--- src/design/ect_pkg.sv ---
// Shared types and codes of the edge contour tracer.
`timescale 1ns / 1ps
package ect_pkg;

	// Input commands.
	typedef enum logic [1:0] {
		CMD_WRITE   = 2'd0,
		CMD_START   = 2'd1,
		CMD_ADVANCE = 2'd2,
		CMD_UNUSED  = 2'd3
	} cmd_t;

	// Result status codes.
	typedef enum logic [2:0] {
		STS_WRITTEN = 3'd0,
		STS_START   = 3'd1,
		STS_NEXT    = 3'd2,
		STS_CLOSED  = 3'd3,
		STS_NONE    = 3'd4,
		STS_FULL    = 3'd5,
		STS_IDLE    = 3'd6
	} status_t;

	// Sequencer states.
	typedef enum logic [1:0] {
		ST_IDLE,
		ST_SCAN,
		ST_DRAIN
	} state_t;

	// Register indexes on the configuration port.
	typedef enum logic [1:0] {
		REG_SEARCH_RADIUS = 2'd0,
		REG_CLOSE_RADIUS  = 2'd1,
		REG_IMAGE_COLS    = 2'd2,
		REG_IMAGE_ROWS    = 2'd3
	} reg_idx_t;

	// Control bits of a candidate moving down the cell chain.
	typedef struct packed {
		logic valid;
		logic last;
		logic ok;
		logic hit;
	} tok_ctl_t;

	// Reset values of the registers.
	localparam logic [2:0] RADIUS_RESET = 3'd5;
	localparam logic [7:0] CLOSE_RESET = 8'd10;
	localparam logic [6:0] COLS_RESET = 7'd64;
	localparam logic [6:0] ROWS_RESET = 7'd64;

	// A path must hold more than this many points before it can close.
	localparam int CLOSE_MIN_POINTS = 10;

endpackage

--- src/design/ect_cell.sv ---
// One path store cell: holds a path point and checks passing candidates.
`timescale 1ns / 1ps
module ect_cell #(
	parameter int K = 0,
	parameter int CW = 6,
	parameter int IW = 8,
	parameter int PW = 9
) (
	input  logic              clk,
	input  logic              arst_n,
	input  logic              kill,
	input  logic [PW-1:0]     count,
	input  logic              wr_en,
	input  logic [IW-1:0]     wr_idx,
	input  logic [CW-1:0]     wr_x,
	input  logic [CW-1:0]     wr_y,
	input  ect_pkg::tok_ctl_t in_ctl,
	input  logic [CW-1:0]     in_x,
	input  logic [CW-1:0]     in_y,
	output ect_pkg::tok_ctl_t out_ctl,
	output logic [CW-1:0]     out_x,
	output logic [CW-1:0]     out_y
);
	import ect_pkg::*;

	localparam logic [IW-1:0] KI = IW'(K);
	localparam logic [PW-1:0] KP = PW'(K);

	logic [CW-1:0] pt_x_q, pt_y_q;
	tok_ctl_t      ctl_q;
	logic [CW-1:0] x_q, y_q;
	logic [CW:0]   ax, bx, ay, by;
	logic          near, used;

	// Stored point is written once per append.
	always_ff @(posedge clk) begin
		if (wr_en && wr_idx == KI) begin
			pt_x_q <= wr_x;
			pt_y_q <= wr_y;
		end
	end

	// The point counts only while it lies inside the current path.
	assign used = KP < count;

	// Chebyshev distance of at most one on both axes.
	always_comb begin
		ax = {1'b0, pt_x_q};
		bx = {1'b0, in_x};
		ay = {1'b0, pt_y_q};
		by = {1'b0, in_y};
		near = (ax == bx || ax == bx + 1'b1 || ax + 1'b1 == bx) &&
		       (ay == by || ay == by + 1'b1 || ay + 1'b1 == by);
	end

	// Candidate register hands the token to the next cell.
	always_ff @(posedge clk or negedge arst_n) begin
		if (!arst_n) begin
			ctl_q <= '0;
		end else if (kill) begin
			ctl_q <= '0;
		end else begin
			ctl_q <= '{valid: in_ctl.valid, last: in_ctl.last, ok: in_ctl.ok,
			           hit: in_ctl.hit | (in_ctl.valid & used & near)};
		end
	end

	always_ff @(posedge clk) begin
		x_q <= in_x;
		y_q <= in_y;
	end

	assign out_ctl = ctl_q;
	assign out_x = x_q;
	assign out_y = y_q;

endmodule

--- config.mk ---
export PLATFORM = sky130hd
export DESIGN_NAME = ect_cell
export DESIGN_NICKNAME = d
export VERILOG_FILES = /design/src/design/ect_pkg.sv /design/src/design/ect_cell.sv
export SDC_FILE = /design/constraint.sdc
export NUM_CORES = 1
export LEC_CHECK = 0
export ABC_CLOCK_PERIOD_IN_PS = 2000
export BUFFER_PORTS_ARGS = -buffer_cell sky130_fd_sc_hd__clkbuf_2
export CORE_MARGIN = 2
export CORE_UTILIZATION = 42
export DETAILED_ROUTE_END_ITERATION = 10
export PLACE_DENSITY = 0.85
export SYNTH_ARGS = -nofsm -noshare
export SYNTH_HDL_FRONTEND = slang
export SYNTH_SLANG_ARGS = --single-unit
--- constraint.sdc ---
create_clock -name clk -period 2 [get_ports clk]
set_clock_uncertainty 0.15 [all_clocks]
set_input_delay 0 -clock clk [delete_from_list [all_inputs] [get_ports clk]]
set_output_delay 0 -clock clk [all_outputs]
set_load 0.02 [all_outputs]
* Yosys cells after proc, flatten, opt, wreduce, memory -nomap -nowiden *
Index checks and enable logic that the tools add are counted.

operators by class
  $add $sub $neg = 4
  bitwise logic cells = 3
  equal/unequal tests = 6
  reduce and logical (&&, ||, !) cells = 7
  multiplexer cells = 1
  $lt $le $gt $ge = 1

operators by type and width
  kind                   count
  $add A6 B1 Y7 const B  4
  $eq A6 B7 Y1           2
  $eq A7 B6 Y1           2
  $eq A6 B6 Y1           2
  $lt A1 B9 Y1 const A   1
  $logic_not A8 Y1       1
  $logic_or A1 B1 Y1     4
  $mux W4                1
  $and A1 B1 Y1          2
  $logic_and A1 B1 Y1    2
  $or A1 B1 Y1           1

storage, ports and cells
  bits in registers = 28
  input bits = 49

* Longest topological paths before layout *
Gate-level depths: netlist of the first run.

  depth in word-level cells = 8
  gate-level depth with buffers = 7

* Worst setup path before layout of the first run *
OpenSTA, ideal clock, no wires.

  kind = in2reg
  start = in wr_idx[2]
  end = reg pt_x_q[0] (enable)
  buffers on the path = 0
  required time = 1.437 ns
  stages on the path = 3
  library setup time = 0.413 ns
  setup slack = -0.111 ns
  arrival time = 1.548 ns
  cell sequence = nor4_1 nand3b_1 nor4_1

on the way
  word-level cells in the longest chain between the ends = 2

ends and longest elaborated chain
  what                  line            RTL
  from (decl)           ect_cell.sv:14  input logic [IW-1:0] wr_idx,
  $logic_not A8 Y1      ect_cell.sv:37  if (wr_en && wr_idx == KI) begin
  $logic_and A1 B1 Y1   ect_cell.sv:37
  to (signal assigned)  ect_cell.sv:38  pt_x_q <= wr_x;
  to (decl)             ect_cell.sv:29  logic [CW-1:0] pt_x_q, pt_y_q;

No other way between the ends.
A chain may end at the register's enable or synchronous reset.

* Final worst setup path of the first run *
  start = reg pt_x_q[2]
  end = reg ctl_q (netlist bit out_ctl[0])

on the way
  word-level cells in the longest chain between the ends = 7

ends and longest elaborated chain
  what                                                       line            RTL
  $add A6 B1 Y7, or another cell as far along                ect_cell.sv:52  near = (ax == bx || ax == bx + 1'b1 || ax + 1'b1 == bx) &&
  $eq A7 B6 Y1 / $logic_or A1 B1 Y1 (equally long branches)  ect_cell.sv:52
  $logic_or A1 B1 Y1 (*)                                     ect_cell.sv:52
  $logic_and A1 B1 Y1 (*)                                    ect_cell.sv:52
  $and A1 B1 Y1 (*)                                          ect_cell.sv:64  hit: in_ctl.hit | (in_ctl.valid & used & near)};
  $or A1 B1 Y1 (*)                                           ect_cell.sv:64
  $mux W4 (*)                                                ect_cell.sv:60  end else if (kill) begin
  to (signal assigned)                                       ect_cell.sv:63  ctl_q <= '{valid: in_ctl.valid, last: in_ctl.last, ok: in_ctl.ok,
  to (decl)                                                  ect_cell.sv:30  tok_ctl_t ctl_q;

Mark *: on every way between the ends. The rest lies on a longest branch, timed or not.

==> metrics.md, run 1 <==
| Metric | Value |
|---|---|
| Total CTS buffers | 3 |
| Mux cell area share after synthesis | 0% |
| First-pass GRT wire length | approximately 6500 um |
| Cells after DPL | roughly 250 |
| Post-layout util | 73.8% |
| Placement row count | 21 |
| Final Max Tran Viols | 0 |
| RSZ-0062 raised after global routing | true |
| Sequential area share after synthesis | approximately 49% |
| Total GRT Usage | 21.1% |
| Max stage delay on crit path | 0.52 ns |
| Crit path top cell by count | xnor2_1 |
| Synthesized net count | 187 |
| CTS sink count | 28 |
| Sw Ratio | around a quarter |
| Port Buffers | 64 |
| Gr ovfl total | 0 |
| Post-synthesis compound-gate area fraction | 12.2% |
| # IOs | between 60 and 70 |
| Leading area contributor after synthesis | edfxtp_1 |
| Routability congestion estimate | between 0.9 and 1 |
| CP Cell Sequence | xnor2_1 -> xnor2_1 -> a2111oi_1 -> a311oi_2 -> nor4_2 |
| Root Driver | clkbuf_4 |
| Leak | between 1 and 1.5 nW |
| Post-synthesis async set-or-reset flop share | between 10% and 20% |
| Synth warn | 0 |
| Setup Crit Path Kind | reg -> reg |
| PwrDens | a little under 500 mW/mm^2 |
| Final worst-path setup slack | -0.00746 ns |
| Vias in the first global route | 1531 |
| Register bit count reported by yosys | 28 |
| Final-stage net count | around 300 |
| Die span in y | 62.4 um |
| Period utilization | 100% |
| Core Region | ~0.0033 mm^2 |
| Initial core utilization | 43.3% |
| Wirelength, routed | ~4200 um |
| Fin crit period | 2.01 ns |
| Failing checks | negative setup slack |
| Ys flop type | edfxtp_1 |
| Cell-internal power | 862 uW |
| Bufs on Longest Clock Path | 2 |
| # setup viols final | 1 |
| Register share of total power | a little over half |
| DR WL/cell | between 10 and 15 um |
| HP Class | in -> reg |
| EDFF count, synth | 12 |
| Simple logic cell fraction of the synthesized area | 18.9% |
| Largest cells by area after synthesis | edfxtp_1, dfxtp_1, xnor2_1, dfrtp_1, xor2_1 |
| Critical path arrival | between 2 and 2.5 ns |
| Status | complete, but fails checks |
| Fill count | between 200 and 250 |
| Worst-Skew Late Latency | about 0.36 ns |
| Die X | approximately 62 um |
| TNS Setup | -0.00746 ns |
| Fin cells | 295 |
| N_diodes | 0 |
| DR pass1 iterations | 4 |
| Layout area overhead | 70.6% |
| XOR/XNOR Fraction of Synth Area | ~15% |
| Max VDD drop | between 0.2 and 0.25 mV |
| Layout cell share with drive strength beyond 1 | a little over two fifths |
| Largest net degree at the start of global routing | 16 |
| MaxCap Viol Count | 0 |
| H-tree Lvls | 1 |
| Relative slew slack | about two thirds |
| Syn_area_per_cell | between 10 and 15 um^2 |
| Via/cell ratio | slightly above 5 |
| DRT iter0 DRCs | 76 |
| Worst setup SP type | flip-flop |
| Cell Area, Synth | approximately 0.0014 mm^2 |
| Clock power share | between 20% and 30% |
| Clk slew on worst S/H paths | 0.16 ns |
| Comb power frac | between 20 and 25% |
| HPWL after DPL | between 2000 and 2500 um |
| Worst-margin pin slew | approximately 0.48 ns |
| Synth top area share | between 20% and 30% |
| Antenna-violating nets left | 0 |
| Fmax | 498 MHz |
| Synthesized-area fraction occupied by adder cells | 3.49% |
| Crit. End Element | flip-flop |
| Slowest stage cell, crit path | edfxtp_1 |
| Post-route DRC | 0 |
| Final Hold Violating Endpoints | 0 |
| Unique masters post-synth | 35 |
| Max FO, Critical Path | 5 |
| Req. time, crit path | between 2 and 2.5 ns |
| Via count | approximately 1500 |
| Psw | 312 uW |
| CTS tree | yes |
| Die area | just under 0.004 mm^2 |
| Initial antenna violation count | 0 |
| Combinational family with the most area after synthesis | simple AND/OR/NAND/NOR gates |
| Post-Synthesis Cells | between 100 and 150 |
## power by group through the flow
| stage | logic, mW | clock network [mW] | registers (mW) |
|---|---|---|---|
| after floorplan | 0.0675 | 0 | 0.653 |
| after global placement | 0.179 | 0 | 0.630 |
| after detailed placement | 0.183 | 0 | 0.630 |
| after CTS | 0.237 | 0.283 | 0.618 |
| after global routing | 0.281 | 0.321 | 0.620 |
| final | 0.261 | 0.295 | 0.618 |
## layout by cell type (no fill, tap or decap), drive strengths merged, types with 3 or more instances in the layout
cell type / count
dlygate4sd3: 34
nor2b: 4
xnor2: 13
inv: 3
nor2: 7
buf: 16
nand2: 5
o21ai: 5
xor2: 11
nor3: 6
dfxtp: 12
ha: 4
edfxtp: 12
a21oi: 3
and3: 3
a2111oi: 4
clkbuf: 68
nor4: 5
nand3: 10
dfrtp: 4
## routing by layer
metal,GRT usage [%],wire length (um),up-vias
met4,12.8,161,0
met2,39.2,2230,79
met3,2.70,233,15
li1,-,-,730
met5,0,0,-
met1,22.4,1560,706
## cells by family after synthesis
group                    after synthesis
AND/OR/NAND/NOR                       49
flip-flops                            28
XOR/XNOR                              24
AO/OA/AOI/OAI                         23
buffers and inverters                  6
adder cells (fa/ha/maj)                4
## critical path, delay by kind of cell (launching register included)
kind             cells  cell delay (ns)
AO/OA/AOI/OAI        2             0.60
flip-flops           1             0.52
XOR/XNOR             2             0.41
AND/OR/NAND/NOR      1             0.25
## state kept, by name, indices dropped and copies added, names as in the netlist
| register | count |
|---|---|
| out_x | 6 |
| out_y | 6 |
| pt_x_q | 6 |
| pt_y_q | 6 |
| out_ctl | 4 |
## Yosys cell counts, drive strengths merged, types with 3 or more instances
| library cell | count |
|---|---|
| inv | 3 |
| edfxtp | 12 |
| o21ai | 5 |
| nor2b | 4 |
| nor2 | 7 |
| nor4 | 5 |
| nor3 | 6 |
| a2111oi | 4 |
| xnor2 | 13 |
| and3 | 3 |
| dfxtp | 12 |
| nand3 | 10 |
| dfrtp | 4 |
| nand2 | 5 |
| a21oi | 3 |
| ha | 4 |
| xor2 | 11 |
## cell type report
type / instances / area, um^2 / area share [%]
inverters: 3 / 11.3 / 0.461
repair buffers: 114 / 781 / 32.0
multi-input cells: 100 / 857 / 35.1
clock buffers: 4 / 36.3 / 1.48
flip-flops and latches: 28 / 701 / 28.7
well taps: 46 / 57.6 / 2.36
## final timing paths
kind / startpoint / to / slack [ns] / cells past startpoint
max: pt_x_q[2] / out_ctl[0] / -0.007 / 5
min in group asynchronous: arst_n / out_ctl[2] / 0.37 / 3
min reg2reg: pt_x_q[3] / out_ctl[0] / 0.91 / 3
max in group asynchronous: arst_n / out_ctl[0] / 1.15 / 3
max reg2reg: pt_x_q[2] / out_ctl[0] / -0.007 / 5
min: in_y[0] / out_ctl[0] / 0.19 / 6
## through the flow
| step | hold WS [ns] | cell area (um^2) | setup WS [ns] | power [mW] |
|---|---|---|---|---|
| 2_1_floorplan | -0.446 | 1450 | 0.0117 | 0.720 |
| 3_3_place_gp | -0.338 | 1900 | 0.0143 | 0.809 |
| 3_5_place_dp | -0.339 | 1900 | -0.0506 | 0.813 |
| 4_1_cts | 0.203 | 2310 | 0.0151 | 1.14 |
| 5_1_grt | 0.199 | 2440 | -0.125 | 1.22 |
| 6_report | 0.190 | 2440 | -0.00746 | 1.17 |
## repair_timing
action                                 in CTS  in global routing
resized for setup                           5                 21
endpoints found under the hold margin      44                  0
setup endpoints to repair                   1                  1
buffers inserted                            0                  4
hold buffers                               34                  0
pin swaps                                   3                  9
(Power assumes the default switching activity.)
==> inputs of run 2 (changes only) <==
--- a/config.mk
+++ b/config.mk
@@ -10,7 +10,9 @@
 export CORE_MARGIN = 2
 export CORE_UTILIZATION = 42
 export DETAILED_ROUTE_END_ITERATION = 10
+export GPL_ROUTABILITY_DRIVEN = 0
 export PLACE_DENSITY = 0.85
+export RECOVER_POWER = 25
 export SYNTH_ARGS = -nofsm -noshare
 export SYNTH_HDL_FRONTEND = slang
 export SYNTH_SLANG_ARGS = --single-unit
==> metrics.md, run 2 (synthesis gave the netlist of run 1 again) <==
| Metric | Value |
|---|---|
| Status | complete, but fails checks (unchanged) |
| Failing checks | negative setup slack (unchanged) |
| Final Max Tran Viols | 0 (unchanged) |
| WHS | 0.209 ns (was 0.190 ns) |
| Core Region | 0.00331 mm^2 (unchanged) |
| Max FO, Critical Path | 5 (unchanged) |
| Worst-margin pin slew | 0.501 ns (was 0.478 ns) |
| CP Launch Point | pt_x_q[2] (unchanged) |
| Layout cell share with drive strength beyond 1 | 40.6% (was 43.0%) |
| Cells after DPL | 253 (unchanged) |
| Layout area overhead | 70.0% (was 70.6%) |
| Antenna-violating nets left | 0 (unchanged) |
| RSZ-0062 raised after global routing | true (unchanged) |
| Final worst-path setup slack | -0.0167 ns (was -0.00746 ns) |
| Via count | 1536 (was 1530) |
| Fin cells | 295 (unchanged) |
| Relative slew slack | 66.5% (was 68.1%) |
| Hold_sp | wr_x[0] (was in_y[0]) |
| Die area | 0.00389 mm^2 (unchanged) |
| DRT iter0 DRCs | 79 (was 76) |
| Initial antenna violation count | 0 (unchanged) |
| Die span in y | 62.4 um (unchanged) |
| Hold path depth | 2 (was 6) |
| Final-stage net count | 303 (unchanged) |
| Total CTS buffers | 3 (unchanged) |
| Leak | 1.02 nW (was 1.03 nW) |
| H-tree Lvls | 1 (unchanged) |
| Fin crit period | 2.02 ns (was 2.01 ns) |
| Post-layout util | 73.6% (was 73.8%) |
| Period utilization | 101% (was 100%) |
| Final instance area | 0.00244 mm^2 (about the same) |
| Crit. End Element | flip-flop (unchanged) |
| Worst-Skew Late Latency | 0.34 ns (was 0.36 ns) |
| Largest net degree at the start of global routing | 16 (unchanged) |
| Gr ovfl total | 0 (unchanged) |
| CTS tree | yes (unchanged) |
| R2R Setup Slk | -0.02 ns (was -0.007 ns) |
| Via/cell ratio | 5.21 (was 5.19) |
| MaxCap Viol Count | 0 (unchanged) |
| DR pass1 iterations | 4 (unchanged) |
| PwrDens | 478 mW/mm^2 (was 480 mW/mm^2) |
| Worst Reg-to-Reg Cells | 5 (unchanged) |
| Critical R2R Capture | out_ctl[0] (unchanged) |
| CTS sink count | 28 (unchanged) |
| N_diodes | 0 (unchanged) |
| Post-route DRC | 0 (unchanged) |
| # setup viols final | 1 (unchanged) |
| Critical path arrival | 2.12 ns (was 2.13 ns) |
| Initial core utilization | 43.3% (unchanged) |
| DR WL/cell | 14.1 um (was 14.2 um) |
| Total GRT Usage | 21.1% (unchanged) |
| Placement row count | 21 (unchanged) |
| Area of placed instances | 0.00190 mm^2 (unchanged) |
| Final Hold Violating Endpoints | 0 (unchanged) |
| Wirelength, routed | 4170 um (was 4190 um) |
| Fmax | 496 MHz (was 498 MHz) |
| Pre-CTS setup slack | -0.0506 ns (unchanged) |
| Req. time, crit path | 2.11 ns (was 2.12 ns) |
| Reg2reg start | pt_x_q[2] (unchanged) |
| Setup Crit Path Kind | reg -> reg (unchanged) |
| # IOs | 65 (unchanged) |
| Die X | 62.4 um (unchanged) |
| Root Driver | clkbuf_4 (unchanged) |
| Max VDD drop | 0.250 mV (about the same) |
| Most common library cell in the layout ignoring fill and taps | clkbuf_2 (unchanged) |
| Clk slew on worst S/H paths | 0.16 ns (about the same) |
| Most frequent cells in the layout | clkbuf_2, dlygate4sd3_1, buf_4 (unchanged) |
| Port Buffers | 64 (unchanged) |
| HPWL after DPL | 2490 um (unchanged) |
| Bufs on Longest Clock Path | 2 (unchanged) |
| HP Class | in -> reg (unchanged) |
| Worst setup SP type | flip-flop (unchanged) |
| First-pass GRT wire length | 6490 um (unchanged) |
| Vias in the first global route | 1531 (unchanged) |
| Min-Delay Endpoint | pt_x_q[0] (was out_ctl[0]) |
==> run 2: metal layers <==
metal	GRT usage [%]	share of wire [%]	up-vias
li1	-	-	733
met1	22.4	37	710
met2	39.2	54	79
met3	2.70	5.8	14
met4	12.8	3.3	0
met5	0	0	-
==> run 2: power breakdown <==
group          leakage (nW)  switching [mW]  total (mW)  internal (mW)
logic                 0.733           0.124       0.259          0.135
clock network        0.0210           0.175       0.287          0.112
registers             0.261         0.00483       0.618          0.614
==> run 2: final cells by class <==
cell class                      count  area (um^2)
Clock buffer                        4         36.3
Fill cell                         223          875
Inverter                            3         11.3
Multi-Input combinational cell    100          857
Sequential cell                    28          701
Tap cell                           46         57.6
Timing Repair Buffer              114          773
==> run 2: stage by stage <==
| stage | power [mW] | TNS [ns] |
|---|---|---|
| detailed placement | 0.813 | -0.0506 |
| floorplan | 0.720 | 0 |
| global route | 1.22 | -0.125 |
| global placement | 0.809 | 0 |
| CTS | 1.14 | 0 |
| finish | 1.16 | -0.0167 |
==> run 2: worst max path at each step <==
stage | end | slack (ns)
final | out_ctl[0] | -0.02
after global routing | out_ctl[0] | -0.13
after CTS | out_ctl[0] | 0.02
after detailed placement | out_ctl[0] | -0.05
after global placement | out_ctl[0] | 0.01
after floorplan | out_ctl[0] | 0.01
==> run 2: critical path, stage by stage (launching register included) <==
cell and delay [ns]:
edfxtp_1 0.52, xnor2_1 0.31, xnor2_1 0.10, a2111oi_1 0.41, a311oi_2 0.20, nor4_2 0.24
==> run 2: timing repair <==
action,in CTS,in global routing
endpoints found under the setup margin,1,1
hold buffers,34,0
gates resized for setup,5,21
endpoints found under the hold margin,44,0
setup buffers,0,4
pin swaps,3,9
==> inputs of run 3 (changes only) <==
--- a/config.mk
+++ b/config.mk
@@ -6,7 +6,8 @@
 export NUM_CORES = 1
 export LEC_CHECK = 0
 export ABC_CLOCK_PERIOD_IN_PS = 2000
-export BUFFER_PORTS_ARGS = -buffer_cell sky130_fd_sc_hd__clkbuf_2
+export BUFFER_PORTS_ARGS = -buffer_cell sky130_fd_sc_hd__buf_2
+export CORE_ASPECT_RATIO = 0.75
 export CORE_MARGIN = 2
 export CORE_UTILIZATION = 42
 export DETAILED_ROUTE_END_ITERATION = 10
==> metrics.md, run 3 (synthesis gave the netlist of run 1 again) <==
| Metric | Value |
|---|---|
| CTS sink count | 28 (unchanged) |
| Via count | 1528 (was 1536) |
| Total GRT Usage | 21.8% (was 21.1%) |
| Total power | 1.21 mW (was 1.16 mW) |
| Status | complete, but fails checks (unchanged) |
| Final Max Tran Viols | 0 (unchanged) |
| Port Buffers | 64 (unchanged) |
| CTS tree | yes (unchanged) |
| Total CTS buffers | 3 (unchanged) |
| Layout cell share with drive strength beyond 1 | 37.2% (was 40.6%) |
| Largest net degree at the start of global routing | 16 (unchanged) |
| First-pass GRT wire length | 6380 um (was 6490 um) |
| DRT iter0 DRCs | 119 (was 79) |
| Setup Crit Path Kind | reg -> reg (unchanged) |
| TNS Setup | -0.0634 ns (was -0.0167 ns) |
| Worst Path Buf+Inv | 0 (unchanged) |
| Clk slew on worst S/H paths | 0.09 ns (was 0.16 ns) |
| Die area | 0.00390 mm^2 (was 0.00389 mm^2) |
| Via/cell ratio | 5.42 (was 5.21) |
| Hold_sp | in_ctl[0] (was wr_x[0]) |
| Most frequent cells in the layout | buf_2, dlygate4sd3_1 (was clkbuf_2, dlygate4sd3_1, buf_4) |
| Final instance area | 0.00235 mm^2 (was 0.00244 mm^2) |
| DR WL/cell | 15.5 um (was 14.1 um) |
| Core Region | 0.00327 mm^2 (was 0.00331 mm^2) |
| HP Class | in -> reg (unchanged) |
| Antenna-violating nets left | 0 (unchanged) |
| # setup viols final | 1 (unchanged) |
| Wirelength, routed | 4360 um (was 4170 um) |
| Area of placed instances | 0.00188 mm^2 (was 0.00190 mm^2) |
| Gr ovfl total | 0 (unchanged) |
| Root Driver | clkbuf_8 (was clkbuf_4) |
| Failing checks | negative hold slack, negative setup slack (was negative setup slack) |
| Initial antenna violation count | 0 (unchanged) |
| Most common library cell in the layout ignoring fill and taps | buf_2 (was clkbuf_2) |
| CP top delay family | simple AND/OR/NAND/NOR gates (was compound AO/OA/AOI/OAI gates) |
| Die span in y | 54.6 um (was 62.4 um) |
| Fmax | 485 MHz (was 496 MHz) |
| CP Cell Sequence | ha_2 -> nor3b_1 -> o221ai_2 -> a2111oi_4 -> nor4_2 -> nor4_2 (was xnor2_1 -> xnor2_1 -> a2111oi_1 -> a311oi_2 -> nor4_2) |
| Req. time, crit path | 2.04 ns (was 2.11 ns) |
| HPWL after DPL | 2690 um (was 2490 um) |
| DR pass1 iterations | 4 (unchanged) |
| H-tree Lvls | 1 (unchanged) |
| Final worst-path setup slack | -0.0634 ns (was -0.0167 ns) |
| CP Launch Point | pt_y_q[0] (was pt_x_q[2]) |
| Slowest stage cell, crit path | a2111oi_4 (was edfxtp_1) |
| Post-route DRC | 0 (unchanged) |
| Critical path arrival | 2.11 ns (was 2.12 ns) |
| Layout area overhead | 63.9% (was 70.0%) |
| N_diodes | 0 (unchanged) |
| WHS | -0.00150 ns (was 0.209 ns) |
| Crit path top cell by count | nor4_2 (was xnor2_1) |
| R2R Setup Slk | -0.06 ns (was -0.02 ns) |
| Worst setup SP type | flip-flop (unchanged) |
| # IOs | 65 (unchanged) |
| Crit. End Element | flip-flop (unchanged) |
| Worst-margin pin slew | 0.505 ns (was 0.501 ns) |
| Max VDD drop | 0.433 mV (was 0.250 mV) |
| Final-stage net count | 296 (was 303) |
| Initial core utilization | 43.9% (was 43.3%) |
| Max FO, Critical Path | 4 (was 5) |
| Reg2reg start | pt_y_q[0] (was pt_x_q[2]) |
| Max stage delay on crit path | 0.41 ns (was 0.52 ns) |
| PwrDens | 517 mW/mm^2 (was 478 mW/mm^2) |
| Placement row count | 18 (was 21) |
| Fin crit period | 2.06 ns (was 2.02 ns) |
| Worst-Skew Late Latency | 0.28 ns (was 0.34 ns) |
| RSZ-0062 raised after global routing | true (unchanged) |
| Die X | 71.4 um (was 62.4 um) |
| Vias in the first global route | 1391 (was 1531) |
| Final Hold Violating Endpoints | 1 (was 0) |
| MaxCap Viol Count | 0 (unchanged) |
| Relative slew slack | 66.2% (was 66.5%) |
| Period utilization | 103% (was 101%) |
| Bufs on Longest Clock Path | 2 (unchanged) |
| Leak | 0.956 nW (was 1.02 nW) |
-- run 3: cell types whose count changed in the layout (fill, tap and decap cells not counted), sizes merged --
| cell | delta |
|---|---|
| clkbuf | -55 |
| dlygate4sd3 | -3 |
| buf | +51 |
-- run 3: worst paths after layout --
check | endpoint | depth (start not counted)
worst max-delay path | out_ctl[0] | 6
min in group asynchronous | out_ctl[1] | 3
worst min register to register | out_ctl[0] | 3
worst max register to register | out_ctl[0] | 6
max in group asynchronous | out_ctl[2] | 3
worst min-delay path | out_ctl[0] | 3
-- run 3: worst reg2reg max path: stages, from the launching register on --
cell and delay, ns:
edfxtp_1 0.36, ha_2 0.23, nor3b_1 0.34, o221ai_2 0.19, a2111oi_4 0.41, nor4_2 0.09, nor4_2 0.20
-- run 3: where the power goes --
| group | internal, mW | switching (mW) |
|---|---|---|
| combinational | 0.126 | 0.122 |
| sequential | 0.613 | 0.00438 |
| clock | 0.177 | 0.173 |
-- run 3: layout make-up --
cell class | count | area [um^2]
clock buffers | 4 | 55.1
fillers | 228 | 917
inverters | 3 | 11.3
multi-input cells | 100 | 822
flip-flops and latches | 28 | 701
well taps | 40 | 50.0
repair buffers | 107 | 709
-- run 3: what timing repair did --
item	in CTS	in global routing
pin swaps	2	5
gates resized for setup	6	11
hold buffers	31	0
endpoints found under the hold margin	32	0
setup endpoints to repair	1	1
setup buffers	1	1
-- run 3: stage by stage --
step                      utilization (%)  hold WS [ns]  setup WS [ns]  instances
final                                71.9      -0.00150        -0.0634        282
after global placement               57.4        -0.342       -0.00216        245
after global routing                 71.9       0.00986         -0.148        282
after CTS                            69.8       0.00603        0.00180        281
after floorplan                         -        -0.446         0.0117        134
after detailed placement             57.4        -0.339         -0.111        245
-- run 3: metal layers --
metal / vias to the layer above / global-route usage [%] / part of all wire, % / wire (um)
li1: 717 / - / - / -
met1: 691 / 25.2 / 39 / 1700
met2: 104 / 41.2 / 49 / 2130
met3: 16 / 4.42 / 9.5 / 416
met4: 0 / 7.23 / 2.7 / 119
met5: - / 0 / 0 / 0
